===== src/rtl/core/pcp_pkg.sv =====
// Shared codes and control structs for the point-in-convex-polygon unit.
package pcp_pkg;

    // Command kind carried by an input beat
    typedef enum logic {
        OP_WRITE = 1'b0,
        OP_QUERY = 1'b1
    } t_op;

    // Kind of work a pipeline token carries through the edge unit
    localparam logic [2:0] K_VERT0 = 3'd0;  // first vertex: capture only
    localparam logic [2:0] K_EDGE  = 3'd1;  // stored vertex closes an edge with the previous one
    localparam logic [2:0] K_CLOSE = 3'd2;  // closing edge back to vertex 0
    localparam logic [2:0] K_DOT   = 3'd3;  // segment test: dot product
    localparam logic [2:0] K_LEN   = 3'd4;  // segment test: squared length

    typedef struct packed {
        logic       valid;
        logic       last;
        logic [2:0] kind;
    } t_tok;

    typedef struct packed {
        logic eq;          // point equals vertex 0
        logic seg_zero;    // edge has zero length
        logic pt_on_o;     // point equals the edge origin
        logic any_neg;     // some edge cross product below zero
        logic any_pos;     // some edge cross product above zero
        logic dot_neg;     // dot product below zero
        logic len_lt_dot;  // squared length below dot product
        logic fin;         // last token has left the pipeline
    } t_stat;

endpackage


===== src/rtl/core/pcp_ram.sv =====
// Generic single-port-write, single-port-read RAM with registered read data.
module pcp_ram #(
    parameter int WIDTH = 8,
    parameter int DEPTH = 4
) (
    input  logic                     i_clk,
    input  logic                     i_we,
    input  logic [$clog2(DEPTH)-1:0] i_waddr,
    input  logic [WIDTH-1:0]         i_wdata,
    input  logic [$clog2(DEPTH)-1:0] i_raddr,
    output logic [WIDTH-1:0]         o_rdata
);

    logic [WIDTH-1:0] r_mem [DEPTH];
    logic [WIDTH-1:0] r_rdata;

    always_ff @(posedge i_clk) begin
        if (i_we) begin
            r_mem[i_waddr] <= i_wdata;
        end
        r_rdata <= r_mem[i_raddr];
    end

    assign o_rdata = r_rdata;

endmodule


===== src/rtl/core/pcp_edge_unit.sv =====
// Edge pipeline: differences, products and sign accumulation per vertex beat.
module pcp_edge_unit #(
    parameter int COORD_WIDTH = 16
) (
    input  logic                          i_clk,
    input  logic                          i_rst_n,
    input  logic                          i_clear,
    input  pcp_pkg::t_tok                 i_tok,
    input  logic signed [COORD_WIDTH-1:0] i_vx,
    input  logic signed [COORD_WIDTH-1:0] i_vy,
    input  logic signed [COORD_WIDTH-1:0] i_px,
    input  logic signed [COORD_WIDTH-1:0] i_py,
    output pcp_pkg::t_stat                o_stat
);
    import pcp_pkg::*;

    localparam int CW = COORD_WIDTH;
    localparam int DW = CW + 1;     // coordinate difference
    localparam int PW = 2 * DW;     // one product
    localparam int SW = PW + 1;     // sum or difference of two products

    // stage 1 state
    logic signed [CW-1:0] r_v0x, r_v0y, r_ox, r_oy;
    logic signed [DW-1:0] r_sx, r_sy, r_dx, r_dy;
    logic                 r_eq, r_seg_zero, r_pt_on_o;
    t_tok                 r_t2, r_t3;
    // stage 2 state
    logic signed [PW-1:0] r_m1, r_m2;
    // stage 3 state
    logic signed [SW-1:0] r_dot, r_len;
    logic                 r_any_neg, r_any_pos, r_fin;

    logic signed [CW-1:0] w_ax, w_ay;
    logic signed [DW-1:0] w_m1a, w_m1b, w_m2a, w_m2b;
    logic signed [SW-1:0] w_sum;
    logic                 w_sub;
    logic signed [SW:0]   w_ld;

    // stage 1: closing edge reuses vertex 0 instead of the RAM word
    assign w_ax = (i_tok.kind == K_CLOSE) ? r_v0x : i_vx;
    assign w_ay = (i_tok.kind == K_CLOSE) ? r_v0y : i_vy;

    always_ff @(posedge i_clk) begin
        if (i_tok.valid) begin
            unique case (i_tok.kind)
                K_VERT0: begin
                    r_v0x <= w_ax;
                    r_v0y <= w_ay;
                    r_ox  <= w_ax;
                    r_oy  <= w_ay;
                    r_eq  <= (w_ax == i_px) && (w_ay == i_py);
                end
                K_EDGE, K_CLOSE: begin
                    r_sx       <= {w_ax[CW-1], w_ax} - {r_ox[CW-1], r_ox};
                    r_sy       <= {w_ay[CW-1], w_ay} - {r_oy[CW-1], r_oy};
                    r_dx       <= {i_px[CW-1], i_px} - {r_ox[CW-1], r_ox};
                    r_dy       <= {i_py[CW-1], i_py} - {r_oy[CW-1], r_oy};
                    r_seg_zero <= (w_ax == r_ox) && (w_ay == r_oy);
                    r_pt_on_o  <= (i_px == r_ox) && (i_py == r_oy);
                    r_ox       <= w_ax;
                    r_oy       <= w_ay;
                end
                default: begin
                    // dot and length beats reuse the held differences
                end
            endcase
        end
    end

    // stage 2: operand selection for the product pair
    always_comb begin
        w_m1a = r_sx;
        w_m1b = r_dy;
        w_m2a = r_sy;
        w_m2b = r_dx;
        unique case (r_t2.kind)
            K_DOT: begin
                w_m1a = r_dx;
                w_m1b = r_sx;
                w_m2a = r_dy;
                w_m2b = r_sy;
            end
            K_LEN: begin
                w_m1a = r_sx;
                w_m1b = r_sx;
                w_m2a = r_sy;
                w_m2b = r_sy;
            end
            default: begin
            end
        endcase
    end

    always_ff @(posedge i_clk) begin
        r_m1 <= w_m1a * w_m1b;
        r_m2 <= w_m2a * w_m2b;
    end

    // stage 3: cross product is m1 - m2, dot and length are m1 + m2
    assign w_sub = (r_t3.kind == K_EDGE) || (r_t3.kind == K_CLOSE);
    assign w_sum = w_sub ? (SW'(r_m1) - SW'(r_m2)) : (SW'(r_m1) + SW'(r_m2));

    always_ff @(posedge i_clk) begin
        if (!i_rst_n || i_clear) begin
            r_any_neg <= 1'b0;
            r_any_pos <= 1'b0;
        end else if (r_t3.valid && w_sub) begin
            r_any_neg <= r_any_neg | w_sum[SW-1];
            r_any_pos <= r_any_pos | (!w_sum[SW-1] && (|w_sum));
        end
    end

    always_ff @(posedge i_clk) begin
        if (r_t3.valid && (r_t3.kind == K_DOT)) begin
            r_dot <= w_sum;
        end
        if (r_t3.valid && (r_t3.kind == K_LEN)) begin
            r_len <= w_sum;
        end
    end

    always_ff @(posedge i_clk) begin
        if (!i_rst_n) begin
            r_t2.valid <= 1'b0;
            r_t2.last  <= 1'b0;
            r_t2.kind  <= K_VERT0;
            r_t3.valid <= 1'b0;
            r_t3.last  <= 1'b0;
            r_t3.kind  <= K_VERT0;
            r_fin      <= 1'b0;
        end else begin
            r_t2  <= i_tok;
            r_t3  <= r_t2;
            r_fin <= r_t3.valid && r_t3.last;
        end
    end

    assign w_ld = (SW+1)'(r_len) - (SW+1)'(r_dot);

    assign o_stat.eq         = r_eq;
    assign o_stat.seg_zero   = r_seg_zero;
    assign o_stat.pt_on_o    = r_pt_on_o;
    assign o_stat.any_neg    = r_any_neg;
    assign o_stat.any_pos    = r_any_pos;
    assign o_stat.dot_neg    = r_dot[SW-1];
    assign o_stat.len_lt_dot = w_ld[SW];
    assign o_stat.fin        = r_fin;

endmodule


===== src/rtl/core/point_in_convex_polygon_unit.sv =====
// Top level: vertex store, query sequencer and inside decision.
//
//  channel   direction  handshake                   payload
//  command   in         start, busy                 i_op, i_vertex_index, i_coord_x, i_coord_y
//  result    out        o_res_strobe (one cycle)    o_inside_res
//  config    in         i_cfg_we                    i_cfg_wdata (vertex_count)
//
// A write beat leaves busy low. A query beat reads one vertex per cycle from the
// vertex RAM and streams edges through a three-stage product pipeline; the strobe
// is high in the first cycle busy is low.
// Reset is synchronous; the vertex RAM is not cleared and holds garbage until
// written. The result side has no stall: each strobe beat is taken as it appears.
module point_in_convex_polygon_unit #(
    parameter int MAX_VERTICES = 32,
    parameter int COORD_WIDTH  = 16
) (
    input  logic                          i_clk,
    input  logic                          i_rst_n,
    input  logic                          start,
    output logic                          busy,
    input  logic                          i_op,
    input  logic [4:0]                    i_vertex_index,
    input  logic signed [COORD_WIDTH-1:0] i_coord_x,
    input  logic signed [COORD_WIDTH-1:0] i_coord_y,
    output logic                          o_res_strobe,
    output logic                          o_inside_res,
    input  logic                          i_cfg_we,
    input  logic [5:0]                    i_cfg_wdata
);
    import pcp_pkg::*;

    localparam int CW = COORD_WIDTH;
    localparam int AW = $clog2(MAX_VERTICES);
    localparam int NW = $clog2(MAX_VERTICES + 1);

    localparam logic [1:0] ST_IDLE = 2'd0;
    localparam logic [1:0] ST_RUN  = 2'd1;
    localparam logic [1:0] ST_WAIT = 2'd2;

    logic [1:0]           r_state;
    logic [5:0]           r_vertex_count;
    logic [NW-1:0]        r_n, r_step, n_n;
    logic signed [CW-1:0] r_px, r_py;
    logic                 r_strobe, r_inside;
    t_tok                 r_t1;
    t_stat                w_stat;

    logic                 w_accept, w_ram_we, w_last, w_inside;
    logic [2:0]           w_kind;
    logic [AW-1:0]        w_waddr;
    logic [2*CW-1:0]      w_rdata;

    assign w_accept = start && !busy;
    assign w_ram_we = w_accept && (i_op == OP_WRITE)
                      && (32'(i_vertex_index) < MAX_VERTICES);
    assign w_waddr  = AW'(i_vertex_index);

    // counts above the store saturate
    assign n_n = (32'(r_vertex_count) > MAX_VERTICES) ? NW'(MAX_VERTICES)
                                                      : NW'(r_vertex_count);

    pcp_ram #(
        .WIDTH (2 * CW),
        .DEPTH (MAX_VERTICES)
    ) u_vert_ram (
        .i_clk   (i_clk),
        .i_we    (w_ram_we),
        .i_waddr (w_waddr),
        .i_wdata ({i_coord_y, i_coord_x}),
        .i_raddr (r_step[AW-1:0]),
        .o_rdata (w_rdata)
    );

    // beat schedule: vertex 0, then edges; two vertices add dot and length beats
    always_comb begin
        if (r_step == '0) begin
            w_kind = K_VERT0;
        end else if (r_n == NW'(2)) begin
            w_kind = (r_step == NW'(1)) ? K_EDGE :
                     (r_step == NW'(2)) ? K_DOT  : K_LEN;
        end else begin
            w_kind = (r_step == r_n) ? K_CLOSE : K_EDGE;
        end
    end

    always_comb begin
        priority if (r_n == NW'(1)) begin
            w_last = (r_step == '0);
        end else if (r_n == NW'(2)) begin
            w_last = (r_step == NW'(3));
        end else begin
            w_last = (r_step == r_n);
        end
    end

    pcp_edge_unit #(
        .COORD_WIDTH (CW)
    ) u_edge (
        .i_clk   (i_clk),
        .i_rst_n (i_rst_n),
        .i_clear (w_accept),
        .i_tok   (r_t1),
        .i_vx    (w_rdata[CW-1:0]),
        .i_vy    (w_rdata[2*CW-1:CW]),
        .i_px    (r_px),
        .i_py    (r_py),
        .o_stat  (w_stat)
    );

    always_comb begin
        priority if (r_n == NW'(1)) begin
            w_inside = w_stat.eq;
        end else if (r_n == NW'(2)) begin
            // coincident endpoints: the point must sit on them
            w_inside = w_stat.seg_zero ? w_stat.pt_on_o
                     : (!w_stat.any_neg && !w_stat.any_pos
                        && !w_stat.dot_neg && !w_stat.len_lt_dot);
        end else if (r_n == NW'(3)) begin
            w_inside = !(w_stat.any_neg && w_stat.any_pos);
        end else begin
            w_inside = !w_stat.any_neg;
        end
    end

    always_ff @(posedge i_clk) begin
        if (!i_rst_n) begin
            r_vertex_count <= 6'd3;
        end else if (i_cfg_we) begin
            r_vertex_count <= i_cfg_wdata;
        end
    end

    always_ff @(posedge i_clk) begin
        if (!i_rst_n) begin
            r_state    <= ST_IDLE;
            r_strobe   <= 1'b0;
            r_t1.valid <= 1'b0;
            r_t1.last  <= 1'b0;
            r_t1.kind  <= K_VERT0;
            r_step     <= '0;
            r_n        <= '0;
        end else begin
            r_strobe   <= 1'b0;
            r_t1.valid <= 1'b0;
            unique case (r_state)
                ST_IDLE: begin
                    if (w_accept && (i_op != OP_WRITE)) begin
                        r_n    <= n_n;
                        r_step <= '0;
                        if (n_n == '0) begin
                            r_strobe <= 1'b1;
                        end else begin
                            r_state <= ST_RUN;
                        end
                    end
                end
                ST_RUN: begin
                    r_t1.valid <= 1'b1;
                    r_t1.last  <= w_last;
                    r_t1.kind  <= w_kind;
                    r_step     <= r_step + NW'(1);
                    if (w_last) begin
                        r_state <= ST_WAIT;
                    end
                end
                ST_WAIT: begin
                    if (w_stat.fin) begin
                        r_strobe <= 1'b1;
                        r_state  <= ST_IDLE;
                    end
                end
                default: begin
                    r_state <= ST_IDLE;
                end
            endcase
        end
    end

    always_ff @(posedge i_clk) begin
        if (w_accept && (i_op != OP_WRITE)) begin
            r_px     <= i_coord_x;
            r_py     <= i_coord_y;
            r_inside <= 1'b0;
        end else if ((r_state == ST_WAIT) && w_stat.fin) begin
            r_inside <= w_inside;
        end
    end

    assign busy         = (r_state != ST_IDLE);
    assign o_res_strobe = r_strobe;
    assign o_inside_res = r_inside;

    // a result beat only follows a drained query or an empty-polygon query
    a_strobe_src: assert property (@(posedge i_clk) disable iff (!i_rst_n)
        o_res_strobe |-> $past((r_state == ST_WAIT) || (w_accept && i_op)))
        else $error("result strobe without a finishing query");

    // leaving a query always delivers its result in the same cycle
    a_busy_fall: assert property (@(posedge i_clk) disable iff (!i_rst_n)
        $fell(busy) |-> o_res_strobe)
        else $error("query ended without a result beat");

    // the pipeline only drains while the sequencer waits for it
    a_fin_wait: assert property (@(posedge i_clk) disable iff (!i_rst_n)
        w_stat.fin |-> (r_state == ST_WAIT))
        else $error("edge pipeline finished outside the wait state");

    // outside the two-vertex case, the beat counter never runs past the closing edge
    a_step_bound: assert property (@(posedge i_clk) disable iff (!i_rst_n)
        (r_state == ST_RUN) |-> ((r_step <= r_n) || (r_n == NW'(2))))
        else $error("beat counter beyond vertex count");

    // no vertex write lands while a query reads the store
    a_no_wr_busy: assert property (@(posedge i_clk) disable iff (!i_rst_n)
        (r_t1.valid || w_stat.fin) |-> !w_ram_we)
        else $error("vertex store written during a query");

endmodule

===== config.mk =====
export PLATFORM = sky130hd
export DESIGN_NAME = point_in_convex_polygon_unit
export DESIGN_NICKNAME = d
export VERILOG_FILES = /design/src/rtl/core/pcp_pkg.sv /design/src/rtl/core/pcp_ram.sv /design/src/rtl/core/pcp_edge_unit.sv /design/src/rtl/core/point_in_convex_polygon_unit.sv
export SDC_FILE = /design/constraint.sdc
export NUM_CORES = 2
export LEC_CHECK = 0
export BUFFER_PORTS_ARGS = -buffer_cell sky130_fd_sc_hd__buf_2
export CORE_UTILIZATION = 59
export CTS_CLUSTER_DIAMETER = 200
export DETAILED_ROUTE_END_ITERATION = 10
export PLACE_DENSITY_LB_ADDON = 0.08
export SLEW_MARGIN = 15
export SYNTH_ARGS = -nofsm -noshare
export SYNTH_HDL_FRONTEND = slang
export SYNTH_SLANG_ARGS = --single-unit

===== constraint.sdc =====
create_clock -name i_clk -period 12.6 [get_ports i_clk]
set_input_delay 1.89 -clock i_clk [delete_from_list [all_inputs] [get_ports i_clk]]
set_output_delay 1.89 -clock i_clk [all_outputs]
set_load 0.1 [all_outputs]

# After elaboration in Yosys (flattened, before gate mapping)
# Memory sizes are Yosys's and may differ from the RTL's. A register that Yosys moved wholly into a read port is not among the register bits.
# Cells that the tools add are included.
[totals]
input_bits = 48
output_inout_bits = 3
regBits = 345
n_memories = 1
ramBits = 1024
wordCells = 152
[mem_list]
columns = ["memory", "depth", "width", "read_ports", "rd_clocked_by_memory_dff", "write_ports", "line", "rtl"]
rows = [
  ["u_vert_ram.r_mem", 32, 32, 1, 1, 1, "pcp_ram.sv:14", "logic [WIDTH-1:0] r_mem [DEPTH];"],
]
[op_classes]
eq_ne = 27
n_bitwise = 3
reduce_logical = 42
muxes = 33
magnitude_cmp = 1
multipliers = 2
addsub = 8
[op_table]
columns = ["op", "n"]
rows = [
  ["== test 16 bit", 6],
  ["multiplier 17 x 17 -> 34 bit", 2],
  ["2-to-1 mux 17 bit", 4],
  ["subtractor 16 x 16 -> 17 bit", 4],
  ["subtractor 35 x 35 -> 36 bit", 1],
  ["adder 34 x 34 -> 35 bit", 1],
  ["2-to-1 mux 35 bit", 1],
  ["OR reduction 35 bit", 1],
  ["subtractor 34 x 34 -> 35 bit", 1],
  ["2-to-1 mux 16 bit", 2],
  ["== test 6 x 2 -> 1 bit (second input constant)", 4],
  ["logical AND 1 bit", 16],
  ["== test 3 x 2 -> 1 bit (second input constant)", 4],
  ["== test 6 x 1 -> 1 bit (second input constant)", 2],
  ["zero test 6 bit", 2],
  ["2-to-1 mux 3 bit", 4],
  ["2-to-1 mux 6 bit", 2],
  ["case mux 6 bit (2 select lines)", 1],
  ["2-to-1 mux 1 bit", 11],
  ["2-to-1 mux 2 bit", 5],
  ["AND reduction 2 bit", 5],
  ["zero test 1 bit", 8],
  ["adder 6 x 1 -> 6 bit (second input constant)", 1],
  ["== test 3 x 1 -> 1 bit (second input constant)", 2],
  ["19 further kinds", 26],
]

# Logic depth before layout (Yosys ltp)
[depth]
depth_word = 7
mapped_depth = 30
mapped_depth_nobuf = 27

# Modules after synthesis
# From an unflattened synthesis, not the netlist that was laid out.
[hier_totals]
hier_cells = 6325
area_unflattened_um2 = 80423.4
[modules_own_cells]
columns = ["module", "cells_per_inst", "area_per_inst_um2", "seq_area_each_um2", "instances"]
rows = [
  ["pcp_ram", 2260, 40492.6, 31390.1, 1],
  ["pcp_edge_unit", 3873, 37569.8, 7777.5, 1],
  ["point_in_convex_polygon_unit", 192, 2361.0, 1501.4, 1],
]

# Worst setup path before layout
# No wires, ideal clock.
[synth_timing]
path_kind = "register -> register"
from = "register u_edge.r_t2[2] (netlist name)"
to = "register u_edge.r_m2[33]"
period_less_slack_ns = 7.849
required_ns = 12.473
setup_ns = 0.127
path_stages_with_launch = 29
path_buffers = 3
path_slack_ns = 4.751
t_arrival_ns = 7.721
cell_sequence = "dfxtp_1 nand3b_1 a21boi_0 buf_1 buf_1 buf_1 mux2i_1 nor2_1 fa_1 inv_1 fa_1 fa_1 inv_1 fa_1 fa_1 inv_1 fa_1 inv_1 ha_1 nand4_1 nor4_1 nand3b_1 a31oi_1 a31oi_1 a2111oi_0 o21a_1 o21a_1 o41ai_1 xnor2_1"
[synth_via]
elab_chain_cells = 4
word_cells_on_any_way = 6
cone_classes = "mul: 1; eq/ne: 2; mux: 2; reduce/logical: 1"
[synth_rtl]
columns = ["item", "line", "rtl"]
rows = [
  ["from (decl)", "pcp_edge_unit.sv:26", "t_tok r_t2, r_t3;"],
  ["from (signal assigned)", "pcp_edge_unit.sv:132", "r_t2 <= i_tok;"],
  ["== test 3 x 2 -> 1 bit or == test 3 bit (tied branches)", "pcp_edge_unit.sv:76", "unique case (r_t2.kind)"],
  ["OR reduction 2 bit (no source line)", "n/a", ""],
  ["2-to-1 mux 17 bit", "pcp_edge_unit.sv:76", ""],
  ["multiplier 17 x 17 -> 34 bit (*)", "pcp_edge_unit.sv:96", "r_m2 <= w_m2a * w_m2b;"],
  ["to (signal assigned)", "pcp_edge_unit.sv:96", ""],
  ["to (decl)", "pcp_edge_unit.sv:28", "logic signed [PW-1:0] r_m1, r_m2;"],
]
# Every way passes the cells marked *; elsewhere a longest branch is shown, timed or not.
# A chain may end at the register's enable or synchronous reset.

# Worst setup path after layout
# Same ends and word-level chain as after synthesis.

==> results.ini <==
[worst_setup_path]
required_ns = 13.25
cp_max_fo = 67
cp-start-kind = flip-flop
crit_arrival_ns = 9.99
crit_path_end_kind = flip-flop
criticalPathCategory = reg2reg

[synthesis]
synth_most_common_cell = edfxtp_1
synthFlopType = edfxtp_1
yosysTopAreaCell = edfxtp_1
synth.net_count = 6487
ys_warn_count = 0
synth.top_cells.by_count = edfxtp_1, inv_1, fa_1
ys_seq_elements = 1401
synth_top_area_share_pct = 47.98
syn_inst = 5535
async_flop_share_pct = 0
ys_types = 72
syn-cell-area_um2 = 78910
yosys-top-cells-area = edfxtp_1, fa_1, mux4_2, ha_1, dfxtp_1
synth_edf_count = 1261
synth.avg_cell_area_um2 = 14.26
synth-seq-area-share_pct = 51.54

[flow_run]
maxCapViolCount = 0

[timing]
final-setup-viol-count = 0
fin_tns_setup_ns = 0
rsz0062_at_grt = false
fmax_mhz = 107.1
hold_violations = 0
slew_violations = 0
min_period_ns = 9.336
layout_setup_ws_ns = 3.264
tightestPinTransition_ns = 1.169
skew_ns = 0.06330
relSlewSlack_pct = 19.81
fin_crit_sh_pct = 74.10

[clock_tree]
clk_pin_slew_worst_paths_ns = 0.06
cts-htree-levels = 4
cts_buffer_depth = 3
cts-resized-gates = 0
postCtsHoldBufs = 0
clock_latency_ns = 0.79
cts_tree = built
post-cts-setup-buffers = 0
cts_buffers = 146
cts_sinks = 1401
cts_root_buffer = clkbuf_16

[cells_and_area]
multiInputGateArea_um2 = 35220
final_nets = 6618
area_growth_pct = 9.612
drive_gt1_share_pct = 14.72
regArea_um2 = 40690
final_cell_count_no_fill = 7539
layout.filler_cells = 9425

[floorplanning]
dieArea_um2 = 135200
core_area_um2 = 132100
die_h_um = 367.7
std_cell_rows = 133
start_util_pct = 59.72
ioPinCount = 51
dieWidth_um = 367.7

[place]
gp_congestion = 0.9249
dpl_worst_slack_ns = 3.133
portBuffers = 50
hpwl_mm = 130.4
dp_cells = 7273

[route]
route.vias.total = 45530
final_antenna_net_count = 0
routedWlPerCell_um = 25.91
dr.first_iter.drc_count = 4097
vias_per_cell = 6.039
firstDrtPassIters = 6
drc = 0
wirelength_mm = 195.4

[global_route]
grt_start_max_net_pins = 129
grt_use_total_pct = 29.58
use_met2_pct = 49.77
grtUsageMet3_pct = 3.775
grt_busiest_layer = met2
grt_overflow = 0
use_met1_pct = 39.17
antenna_found_initial = 5
grt_pass1_wl_mm = 293.1
grt_pass1_vias = 46660

[power]
peakVddDrop_mv = 0.1920
leakage_uw = 0.03322
power_density_nw_per_um2 = 128.5

[outcome]
run_status = completed

[worst_hold_path]
hold_path_class = reg2reg

-- logic make-up (layout without fill, tap and decap cells) --
family                   Yosys count  after routing  share of synthesized area (%)
AO/OA/AOI/OAI                    411            411                          3.314
XOR/XNOR                         205            205                          2.275
adder cells (fa/ha/maj)          904            904                          20.01
buffers and inverters            888           1134                          4.225
flip-flops                      1401           1401                          51.54
multiplexers                     514            514                          11.78
other                              0              3                              0
AND/OR/NAND/NOR                 1212           1212                          6.857
-- worst max-delay path, cell delays in order (launching register included) --
cell	delay [ns]
dfxtp_1	0.39
nand3b_1	0.13
buf_4	0.73
a21boi_4	0.31
buf_4	0.52
mux2i_1	1.02
nor2_1	0.18
fa_1	0.57
inv_1	0.05
fa_1	0.49
fa_1	0.51
inv_1	0.05
fa_1	0.49
fa_1	0.50
inv_1	0.05
fa_1	0.47
inv_1	0.04
ha_1	0.34
nand4_1	0.21
nor4_1	0.30
nand3b_1	0.17
a31oi_1	0.34
a31oi_1	0.21
a2111oi_0	0.54
o21a_1	0.20
o21a_1	0.14
o41ai_1	0.08
xnor2_1	0.13
-- worst paths after layout --
| kind | startpoint | end | slack [ns] | cells past startpoint |
|---|---|---|---|---|
| max | u_edge.r_t2[2] | u_edge.r_m2[33] | 3.26 | 27 |
| min | u_edge.r_t2[4] | u_edge.r_t3[4] | 0.43 | 1 |
| max reg2reg | u_edge.r_t2[2] | u_edge.r_m2[33] | 3.26 | 27 |
| min reg2reg | u_edge.r_t2[4] | u_edge.r_t3[4] | 0.43 | 1 |
-- power by group --
group	internal [uW]	leakage, uW	switching [uW]
sequential	5250	0.0125	144
clock	2350	0.00228	1850
combinational	613	0.0184	907
-- cell type report --
class | instances | share of cell area [%]
Sequential cell | 1401 | 47.04
Multi-Input combinational cell | 3246 | 40.71
Clock buffer | 193 | 4.583
Inverter | 730 | 3.168
Tap cell | 1755 | 2.539
Timing Repair Buffer | 141 | 1.122
Clock inverter | 70 | 0.8303
Antenna cell | 3 | 0.008679
-- metrics by stage --
| stage | util, % | power [uW] | hold WS, ns | area (um^2) |
|---|---|---|---|---|
| after global placement | 61.91 | 6985 | 0.4201 | 81800 |
| after detailed placement | 61.91 | 7003 | 0.4229 | 81800 |
| after floorplan | - | 6496 | 0.4119 | 78910 |
| final | 65.46 | 11120 | 0.4339 | 86500 |
| after global routing | 65.46 | 11500 | 0.4492 | 86500 |
| after CTS | 65.45 | 11190 | 0.4361 | 86480 |
-- layer usage --
layer  part of all wire (%)  up-vias
li1                       -    19800
met3                    6.0      373
met2                     50     1640
met1                     39    23710
met4                    4.7        0
met5                      0        -
-- layout by cell type (no fill, tap or decap), types with 118 or more instances in the layout --
cell type / synthesis / final
dfxtp_1: 140 / 135
inv_1: 730 / 729
nand2_1: 358 / 358
clkbuf_16: 0 / 149
xnor2_1: 134 / 134
edfxtp_1: 1261 / 1261
mux4_2: 320 / 320
nor2_1: 503 / 470
fa_1: 597 / 597
ha_1: 307 / 307
a21oi_1: 119 / 118
-- flip-flops by register name, summed over array words and instances, names as in the netlist, 17 cells and up --
signal and cells:
u_vert_ram.r_mem 1024, u_edge.r_dot 35, u_edge.r_len 35, u_edge.r_m1 34
u_edge.r_m2 34, u_vert_ram.o_rdata 32, u_edge.r_dx 17, u_edge.r_dy 17
u_edge.r_sx 17, u_edge.r_sy 17
Note: power is estimated with default switching activity, not from simulation.
